$ cat src/hfsa_pkg.sv
`timescale 1ns / 1ps
`default_nettype none

package hfsa_pkg;

   localparam int MAX_SLOTS = 64;
   localparam int IDX_W     = $clog2(MAX_SLOTS);
   localparam int SLOT_W    = 7;
   localparam int COUNT_W   = 7;

   localparam logic [SLOT_W-1:0] SLOT_COUNT_RESET = SLOT_W'(MAX_SLOTS);

   typedef struct packed {
      logic                granted;
      logic [SLOT_W-1:0]   slot;
      logic [COUNT_W-1:0]  grant_total;
      logic                halted;
   } hfsa_result_type;

endpackage

`default_nettype wire

$ cat src/hfsa_search.sv
`timescale 1ns / 1ps
`default_nettype none

module hfsa_search (
   input  wire logic [hfsa_pkg::MAX_SLOTS-1:0] free_map,
   input  wire logic [hfsa_pkg::SLOT_W-1:0]    limit,
   input  wire logic [hfsa_pkg::SLOT_W-1:0]    slot_count,
   output logic                                found,
   output logic [hfsa_pkg::IDX_W-1:0]          found_idx
);

   localparam int TOP_W = $clog2(hfsa_pkg::MAX_SLOTS + 1) > hfsa_pkg::SLOT_W ?
                          $clog2(hfsa_pkg::MAX_SLOTS + 1) : hfsa_pkg::SLOT_W;

   logic [TOP_W-1:0]                 top;
   logic [hfsa_pkg::MAX_SLOTS-1:0]   candidates;

   // Highest usable slot is the least of the limit, the slot count and the map size.
   always_comb begin
      top = TOP_W'(limit);
      if (TOP_W'(slot_count) < top) begin
         top = TOP_W'(slot_count);
      end
      if (TOP_W'(hfsa_pkg::MAX_SLOTS) < top) begin
         top = TOP_W'(hfsa_pkg::MAX_SLOTS);
      end
   end

   // Bit i stands for slot i+1, so it qualifies when i is below top.
   always_comb begin
      for (int i = 0; i < hfsa_pkg::MAX_SLOTS; i++) begin
         candidates[i] = free_map[i] && (TOP_W'(i) < top);
      end
   end

   always_comb begin
      found_idx = '0;
      for (int i = 0; i < hfsa_pkg::MAX_SLOTS; i++) begin
         if (candidates[i]) begin
            found_idx = hfsa_pkg::IDX_W'(i);
         end
      end
      found = |candidates;
   end

endmodule

`default_nettype wire

$ cat src/hfsa_state.sv
`timescale 1ns / 1ps
`default_nettype none

module hfsa_state (
   input  wire logic                          clock,
   input  wire logic                          reset,
   input  wire logic                          step,
   input  wire logic [hfsa_pkg::SLOT_W-1:0]   limit,
   input  wire logic [hfsa_pkg::SLOT_W-1:0]   slot_count,
   output hfsa_pkg::hfsa_result_type          result
);

   logic [hfsa_pkg::MAX_SLOTS-1:0] free_map_ff, free_map_in;
   logic [hfsa_pkg::COUNT_W-1:0]   grant_count_ff, grant_count_in;
   logic                           stopped_ff, stopped_in;
   logic                           found;
   logic [hfsa_pkg::IDX_W-1:0]     found_idx;
   logic                           grant;

   hfsa_search u_search (
      .free_map   (free_map_ff),
      .limit      (limit),
      .slot_count (slot_count),
      .found      (found),
      .found_idx  (found_idx)
   );

   assign grant = !stopped_ff && found;

   always_comb begin
      free_map_in    = free_map_ff;
      grant_count_in = grant_count_ff;
      stopped_in     = stopped_ff;
      if (step && grant) begin
         free_map_in[found_idx] = 1'b0;
         grant_count_in         = grant_count_ff + 1'b1;
      end else if (step) begin
         stopped_in = 1'b1;
      end
   end

   always_comb begin
      result.granted     = grant;
      result.slot        = grant ? hfsa_pkg::SLOT_W'(found_idx) + 1'b1 : '0;
      result.grant_total = grant ? grant_count_ff + 1'b1 : grant_count_ff;
      result.halted      = !grant;
   end

   always_ff @(posedge clock) begin
      if (reset) begin
         free_map_ff    <= '1;
         grant_count_ff <= '0;
         stopped_ff     <= 1'b0;
      end else begin
         free_map_ff    <= free_map_in;
         grant_count_ff <= grant_count_in;
         stopped_ff     <= stopped_in;
      end
   end

   a_halt_sticky: assert property (@(posedge clock) disable iff (reset)
      stopped_ff |=> stopped_ff)
      else $error("halted flag cleared without reset");

   a_count_step: assert property (@(posedge clock) disable iff (reset)
      step && grant |=> grant_count_ff == $past(grant_count_ff) + 1'b1)
      else $error("grant count did not advance on a grant");

   a_slot_taken: assert property (@(posedge clock) disable iff (reset)
      step && grant |=> !free_map_ff[$past(found_idx)])
      else $error("granted slot still marked free");

   a_no_grant_halted: assert property (@(posedge clock) disable iff (reset)
      stopped_ff |-> !result.granted && result.slot == '0)
      else $error("grant issued while halted");

endmodule

`default_nettype wire

$ cat src/highest_free_slot_allocator_unit.sv
`timescale 1ns / 1ps
`default_nettype none

// Highest-free-slot allocator. Each request names a limit; the unit grants
// the highest free slot numbered at or below both the limit and the slot
// count held in the configuration register, marks it taken and reports the
// running grant total. The first request that finds no slot latches the
// halted flag, and every later request is refused until reset. One request
// is accepted per clock while rsp_tready lets responses drain: the request
// is captured in an input register, and a single pass of masking
// and priority encoding over the 64-slot free map feeds the response
// register. Write the slot count only while no request is in flight.

module highest_free_slot_allocator_unit (
   input  wire logic        clock,
   input  wire logic        reset,
   input  wire logic        csr_wr_en,
   input  wire logic [6:0]  csr_wr_data,   // slot_count
   input  wire logic        req_tvalid,
   output logic             req_tready,
   input  wire logic [7:0]  req_tdata,     // [6:0] limit, [7] zero
   output logic             rsp_tvalid,
   input  wire logic        rsp_tready,
   output logic [15:0]      rsp_tdata      // [0] granted, [7:1] slot,
                                           // [14:8] grant_total, [15] halted
);

   logic                            in_valid_ff, in_valid_in;
   logic [hfsa_pkg::SLOT_W-1:0]     limit_ff, limit_in;
   logic                            out_valid_ff, out_valid_in;
   hfsa_pkg::hfsa_result_type       out_ff, out_in;
   logic [hfsa_pkg::SLOT_W-1:0]     slot_count_ff, slot_count_in;
   hfsa_pkg::hfsa_result_type       result;
   logic                            advance;

   // The held request moves on whenever the response register is free or drains.
   assign advance    = in_valid_ff && (!out_valid_ff || rsp_tready);
   assign req_tready = !in_valid_ff || advance;

   hfsa_state u_state (
      .clock      (clock),
      .reset      (reset),
      .step       (advance),
      .limit      (limit_ff),
      .slot_count (slot_count_ff),
      .result     (result)
   );

   always_comb begin
      slot_count_in = csr_wr_en ? csr_wr_data : slot_count_ff;
      in_valid_in   = req_tvalid && req_tready ? 1'b1 : (advance ? 1'b0 : in_valid_ff);
      limit_in      = req_tvalid && req_tready ? req_tdata[hfsa_pkg::SLOT_W-1:0] : limit_ff;
      out_in        = advance ? result : out_ff;
      out_valid_in  = advance ? 1'b1 : (rsp_tready ? 1'b0 : out_valid_ff);
   end

   always_ff @(posedge clock) begin
      if (reset) begin
         in_valid_ff   <= 1'b0;
         out_valid_ff  <= 1'b0;
         slot_count_ff <= hfsa_pkg::SLOT_COUNT_RESET;
      end else begin
         in_valid_ff   <= in_valid_in;
         out_valid_ff  <= out_valid_in;
         slot_count_ff <= slot_count_in;
      end
      limit_ff <= limit_in;
      out_ff   <= out_in;
   end

   assign rsp_tvalid = out_valid_ff;
   assign rsp_tdata  = {out_ff.halted, out_ff.grant_total, out_ff.slot, out_ff.granted};

endmodule

`default_nettype wire

$ cat config.mk
export PLATFORM = sky130hd
export DESIGN_NAME = highest_free_slot_allocator_unit
export DESIGN_NICKNAME = d
export VERILOG_FILES = /design/src/hfsa_pkg.sv /design/src/hfsa_search.sv /design/src/hfsa_state.sv /design/src/highest_free_slot_allocator_unit.sv
export SDC_FILE = /design/constraint.sdc
export NUM_CORES = 1
export LEC_CHECK = 0
export BUFFER_PORTS_ARGS = -buffer_cell sky130_fd_sc_hd__buf_2
export CAP_MARGIN = 25
export CORE_ASPECT_RATIO = 2
export CORE_UTILIZATION = 45
export DETAILED_ROUTE_END_ITERATION = 7
export SLEW_MARGIN = 20
export SYNTH_ARGS = -nofsm -noshare
export SYNTH_HDL_FRONTEND = slang
export SYNTH_HIERARCHICAL = 1
export SYNTH_SLANG_ARGS = --single-unit
$ cat constraint.sdc
create_clock -name clock -period 15 [get_ports clock]
set_input_delay 3.75 -clock clock [delete_from_list [all_inputs] [get_ports clock]]
set_output_delay 3.75 -clock clock [all_outputs]
set_load 0.05 [all_outputs]
==> results of run 1 <==
==> metal layers <==
| layer | up-vias | routed length [um] | track usage (%) |
|---|---|---|---|
| met5 | - | 0 | 0 |
| met4 | 0 | 3142 | 35.98 |
| met3 | 137 | 1585 | 5.814 |
| met2 | 375 | 13590 | 60.10 |
| met1 | 3359 | 9403 | 35.60 |
| li1 | 3275 | - | - |
==> where the power goes <==
group	switching [mW]	leakage, nW	internal (mW)
Sequential	0.0123	0.872	0.297
Combinational	0.128	1.70	0.0548
Clock	0.114	0.145	0.126
==> sequential cells by signal (all words and copies together) (netlist names) <==
register,count
slot_count_ff,7
u_state/grant_count_ff,7
in_valid_ff,1
limit_ff,7
u_state/stopped_ff,1
u_state/free_map_ff,64
rsp_tvalid,1
rsp_tdata,16
==> layout by cell type (no fill, tap or decap), drive strengths merged, types with 7 or more instances in the layout <==
| cell | instances |
|---|---|
| nor2b | 8 |
| clkbuf | 11 |
| inv | 23 |
| nor4 | 10 |
| ha | 8 |
| o21ai | 61 |
| a21oi | 92 |
| or3 | 10 |
| buf | 52 |
| nand3b | 7 |
| o311ai | 17 |
| and2 | 7 |
| o211ai | 29 |
| dfxtp | 81 |
| mux2i | 25 |
| nand4 | 8 |
| nand3 | 12 |
| o21a | 11 |
| a211oi | 9 |
| nor2 | 144 |
| nand2b | 17 |
| nor3 | 22 |
| nand2 | 63 |
| edfxtp | 23 |
| xor2 | 8 |
| o2111ai | 10 |
| mux2 | 10 |
==> cell families after synthesis <==
family | count (synthesis) | synth area share [%]
AO/OA/AOI/OAI | 308 | 30.56
XOR/XNOR | 11 | 1.394
adder cells (fa/ha/maj) | 8 | 1.448
buffers and inverters | 75 | 4.868
flip-flops | 104 | 33.44
multiplexers | 35 | 5.302
AND/OR/NAND/NOR | 331 | 22.98
==> critical path, delay by kind of cell <==
kind | cells | cell delay (ps)
buffers and inverters | 2 | 340
and+or+nand+nor | 1 | 190
==> stage by stage <==
step           hold slack [ps]  cells  setup slack [ps]
2_1_floorplan            434.2    872              7017
3_3_place_gp             452.0   1063              6974
3_5_place_dp             454.2   1065              6969
4_1_cts                  468.9   1081              6964
5_1_grt                  484.6   1081              6948
6_report                 464.6   1081              6970
==> final timing paths <==
check / start / end / slack, ps / depth (start not counted)
worst min register to register: in_valid_ff$_SDFFE_PP0P_ / rsp_tvalid$_SDFFE_PP0P_ / 460 / 2
worst max register to register: limit_ff[6]$_DFFE_PP_ / u_state/free_map_ff[57]$_SDFFE_PP1P_ / 8370 / 15
worst min-delay path: in_valid_ff$_SDFFE_PP0P_ / rsp_tvalid$_SDFFE_PP0P_ / 460 / 2
worst max-delay path: rsp_tready / req_tready / 6970 / 3
==> area by class of cell <==
type / count / area [um^2] / area share [%]
clock buffer: 11 / 254.0 / 3.375
clock inverter: 5 / 47.55 / 0.6318
inverter: 21 / 78.83 / 1.047
multi-input combinational: 693 / 4289 / 56.99
sequential: 104 / 2312 / 30.72
tap: 195 / 244.0 / 3.242
timing repair buffer: 52 / 300.3 / 3.990
==> metrics.cfg, run 1 <==
[outcome]
status=completed

[sta]
grt_setup_unrepaired=no
period_needed_ps=8030
maxSlewHeadroom_pct=18.34
fmax_mhz=124.5
setup_viol=0
slew_violations=0
clock_skew_ps=9.589
finalHoldViolations=0
min_period_over_period_pct=53.53
final.setup.tns_ps=0
worst_slew_pin_slew_ps=1218

[logic_synthesis]
synth_common_cells=nor2_1 (143), a21oi_1 (91), dfxtp_1 (81)
yosys_warnings=6
synth_edf_count=23
synth_top_area_share_pct=23.45
synthArstFlopShare_pct=0
postSynthCellCount=872
synth.most_common_cell=nor2_1
yosysTopAreaCell=dfxtp_1
synth_area_leaders=dfxtp_1 (23%), edfxtp_1 (10%), nor2_1 (7.8%)
synth_seq_cells=104
synth_flop_cell=dfxtp_1
syn_avg_cell_area_um2=7.929
ys_types=89
ys_seq_area_share_pct=33.44
synth_area_um2=6914
syn-num-nets=900

[clock_network]
cts_resized=0
clock-root-buffer=clkbuf_16
cts_sinks=104
path_clk_slew_ps=70
post_cts.repair.setup_buffers=0
numCtsBuffers=9
htreeDepth=3
cts_tree=yes
clk_latency_ps=360
hold_buffers=0
clk_path_buf_depth=2

[final_layout]
syn_to_final_growth_pct=8.849
diodes=0
design_area_um2=7526
utilization_pct=50.52
nets=909
drive_above_1_share_pct=11.85
fillerInstances=1458

[flow_run]
maxCapViolations=0

[floorplanning]
pin_count=38
die_h_um=177.3
dieArea_um2=15890
initial_core_util_pct=46.41
dieWidth_um=89.65
fp-row-count=63
core-area_um2=14900

[grt]
antenna_found_initial=0
grt_usage_pct=35.98
overflow=0
grt_pass1_vias=6767
grt_first_pass_wirelength_mm=40.05
grt_max_degree=70

[detailed_routing]
drt_iter0_drc=565
viasPerCell=6.611
routed-via-count=7146
drc=0
postRouteAntennaNets=0
drt_wl_total_mm=27.72
firstDrtPassIters=7
detail_route.wl_per_cell_um=25.65

[setup_path]
cpMostUsedCell=buf_2
critPathSlowestCell=buf_2
max_stage_delay_ps=240
crit_type=primary input to output pin
start_kind=primary input
arrival_ps=4280
cp_cell_sequence=buf_2 -> nand3b_1 -> buf_2
cp.required_ps=11250
crit_path_end_kind=output pin
worst-path-max-fanout=3

[placed_design]
gp_congestion=1.051
portBuffers=36
hpwl_mm=21.13
placed_cell_area_um2=7218

[pwr]
p_leak_nw=2.721
power_density_nw_per_um2=97.24
total_power_mw=0.7318
max-vdd-ir-drop_mv=0.05327

[hold_path]
hold_class=flip-flop to flip-flop

(Power assumes the default switching activity.)
==> run 2, diff against run 1 <==
--- a/config.mk
+++ b/config.mk
@@ -5,6 +5,7 @@
 export SDC_FILE = /design/constraint.sdc
 export NUM_CORES = 1
 export LEC_CHECK = 0
+export ABC_AREA = 1
 export BUFFER_PORTS_ARGS = -buffer_cell sky130_fd_sc_hd__buf_2
 export CAP_MARGIN = 25
 export CORE_ASPECT_RATIO = 2
==> constraint.sdc (replaced) <==
create_clock -name clock -period 8 [get_ports clock]
set_input_delay 2 -clock clock [delete_from_list [all_inputs] [get_ports clock]]
set_output_delay 2 -clock clock [all_outputs]
set_load 0.05 [all_outputs]
==> run 2 against run 1 <==
Compared with the run above:
- flip-flop and latch count unchanged
- clock power up 72%
- routed wire length down 38%
- sequential share of layout area up 6.1 points
- first-iteration DRC count down 32%
- count of clock-buffer cells in the layout down 1
- largest cell class unchanged
==> metrics.cfg, run 2 <==
[setup_path]
critPathSlowestCell=nor2_4
worst-path-max-fanout=24  ; +21
max_stage_delay_ps=530  ; +290 ps
timing.rr.start=limit_ff[4]$_DFFE_PP_
crit_path_end_kind=flip-flop
reg2reg_slack_ps=910  ; -7460 ps
cpMostUsedCell=nand2_1
reg2reg_to=u_state/free_map_ff[15]$_SDFFE_PP1P_
cp.required_ps=8210  ; -3040 ps
crit_end=u_state/free_map_ff[15]$_SDFFE_PP1P_
reg2reg_depth=78  ; +63
start_kind=flip-flop
arrival_ps=7310  ; +3030 ps
crit_type=flip-flop to flip-flop
startpoint=limit_ff[4]$_DFFE_PP_

[clock_network]
cts_sinks=104  ; unchanged
path_clk_slew_ps=70  ; about the same
hold_buffers=0  ; unchanged
htreeDepth=3  ; unchanged
post_cts.repair.setup_buffers=0  ; unchanged
numCtsBuffers=9  ; unchanged
clk_latency_ps=350  ; about the same
cts_tree=yes
clock-root-buffer=clkbuf_16
cts_resized=0  ; unchanged
clk_path_buf_depth=2  ; unchanged

[placed_design]
gp_congestion=0.9771  ; -7.0%
hpwl_mm=13.16  ; -38%
portBuffers=36  ; unchanged

[logic_synthesis]
synth_area_leaders=dfxtp_1 (28%), nand2_1 (21%), edfxtp_1 (12%)
postSynthCellCount=851  ; -2.4%
synthArstFlopShare_pct=0  ; unchanged
ys_types=39  ; -56%
synth_edf_count=23  ; unchanged
ys_seq_area_share_pct=40.57  ; +7.1 points
yosys_warnings=6  ; unchanged
synth_seq_cells=104  ; unchanged
syn_avg_cell_area_um2=6.697  ; -16%
synth_top_area_share_pct=28.45  ; +5.0 points
synth_area_um2=5699  ; -18%
synth_flop_cell=dfxtp_1
synth_common_cells=nand2_1 (317), inv_1 (94), nor2_1 (82)
yosysTopAreaCell=dfxtp_1
syn-num-nets=879  ; -2.3%
synth.most_common_cell=nand2_1

[sta]
finalHoldViolations=0  ; unchanged
fmax_mhz=141.0
min_period_over_period_pct=88.67
final.setup.tns_ps=0  ; unchanged
grt_setup_unrepaired=no
clock_skew_ps=9.037  ; -0.5523 ps
hold-worst-slack_ps=448.1  ; -16.49 ps
maxSlewHeadroom_pct=44.68  ; +26 points
period_needed_ps=7094
slew_violations=0  ; unchanged
setup_viol=0  ; unchanged
worst_slew_pin_slew_ps=822.7  ; -395.6 ps

[final_layout]
drive_above_1_share_pct=11.01  ; -0.84 points
largest_reg_flops=64  ; unchanged
diodes=0  ; unchanged
largest-register=u_state/free_map_ff
nets=913  ; +0.44%
mostFrequentLayoutCell=nand2_1
final_cell_mix=nand2_1 (317), inv_1 (94), nor2_1 (82)
syn_to_final_growth_pct=10.14

[detailed_routing]
drt_wl_total_mm=17.07  ; -38%
drc=0  ; unchanged
drt_iter0_drc=385  ; -32%
firstDrtPassIters=5  ; -2
viasPerCell=5.328  ; -19%
detail_route.wl_per_cell_um=16.46  ; -36%
postRouteAntennaNets=0  ; unchanged
routed-via-count=5525  ; -23%

[grt]
grt_usage_pct=27.41  ; -8.6 points
overflow=0  ; unchanged
antenna_found_initial=0  ; unchanged
grt_max_degree=69  ; -1.4%
grt_first_pass_wirelength_mm=26.24  ; -34%
grt_pass1_vias=5170  ; -24%

[floorplanning]
pin_count=38  ; unchanged
die_h_um=161.2  ; -9.1%
dieArea_um2=13150  ; -17%
core-area_um2=12270  ; -18%
dieWidth_um=81.58  ; -9.0%
initial_core_util_pct=46.46  ; +0.051 points
fp-row-count=57  ; -9.5%

[hold_path]
hold_class=flip-flop to flip-flop

[flow_run]
maxCapViolations=0  ; unchanged

[pwr]
seq_power_share_pct=44.0  ; +1.7 points
power_density_nw_per_um2=204.8  ; +110%
pwr-share-clk_pct=32.2  ; -0.6 points
comb_power_share_pct=23.8  ; -1.1 points
switching_power_mw=0.4342  ; +71%
max-vdd-ir-drop_mv=0.1129  ; +110%
switching_share_pct=33.76  ; -0.94 points
intPower_mw=0.8517  ; +78%
p_leak_nw=3.168  ; +16%

[outcome]
status=completed

## run 2: per-layer routing
layer  global-route usage [%]  share of wire (%)
met5                        0                  0
met4                    17.15                6.3
met1                    27.53                 37
met2                    50.87                 54
met3                    3.220                3.5
## run 2: worst max-delay path: cells and delay by family, from the launching register on
family,cells,cell delay (ps)
simple gates,71,5270
flops,1,390
fa+ha+maj,1,300
compound gates,2,450
buf+inv,4,520
## run 2: per-stage QoR
step                instance area (um^2)  util, %  cells  power, mW  worst slack, ps
floorplan                           5699        -    851     0.8010             2534
global placement                    6006    48.96   1021     0.8735             1208
detailed placement                  6006    48.96   1021     0.8792             1088
CTS                                 6277    51.17   1037      1.294             1008
global route                        6277    51.17   1037      1.351            213.5
finish                              6277    51.17   1037      1.286            906.0
## run 2: how the worst min path moves through the flow
| stage | from | to | slack (ps) | depth (start not counted) |
|---|---|---|---|---|
| final | u_state/free_map_ff[15]$_SDFFE_PP1P_ | u_state/free_map_ff[15]$_SDFFE_PP1P_ | 450 | 2 |
| after detailed placement | u_state/free_map_ff[1]$_SDFFE_PP1P_ | u_state/free_map_ff[1]$_SDFFE_PP1P_ | 430 | 2 |
| after global placement | u_state/free_map_ff[11]$_SDFFE_PP1P_ | u_state/free_map_ff[11]$_SDFFE_PP1P_ | 420 | 2 |
| after global routing | u_state/free_map_ff[1]$_SDFFE_PP1P_ | u_state/free_map_ff[1]$_SDFFE_PP1P_ | 450 | 2 |
| after floorplan | u_state/free_map_ff[11]$_SDFFE_PP1P_ | u_state/free_map_ff[11]$_SDFFE_PP1P_ | 410 | 2 |
| after CTS | u_state/free_map_ff[1]$_SDFFE_PP1P_ | u_state/free_map_ff[1]$_SDFFE_PP1P_ | 450 | 2 |
## run 2: logic make-up (layout without fill, tap and decap cells)
group,Yosys count,in the layout,synth area share [%]
compound gates,113,113,11.97
xor+xnor,1,1,0.1537
fa+ha+maj,8,8,1.756
buf+inv,124,163,8.518
flops,104,104,40.57
simple gates,501,501,37.04
## run 2: cell type report
| type | instances | area, um^2 |
|---|---|---|
| clock buffer | 10 | 229.0 |
| clock inverter | 6 | 42.54 |
| fill | 1286 | 5989 |
| inverter | 109 | 409.1 |
| multi-input combinational | 623 | 2905 |
| sequential | 104 | 2312 |
| tap | 147 | 183.9 |
| timing repair buffer | 38 | 195.2 |
## run 2: power groups by stage
| stage | Clock, mW | Combinational (mW) | Sequential (mW) |
|---|---|---|---|
| after detailed placement | 0 | 0.300 | 0.579 |
| after floorplan | 0 | 0.202 | 0.600 |
| after global placement | 0 | 0.295 | 0.578 |
| final | 0.414 | 0.306 | 0.566 |
| after global routing | 0.446 | 0.337 | 0.568 |
| after CTS | 0.425 | 0.302 | 0.567 |
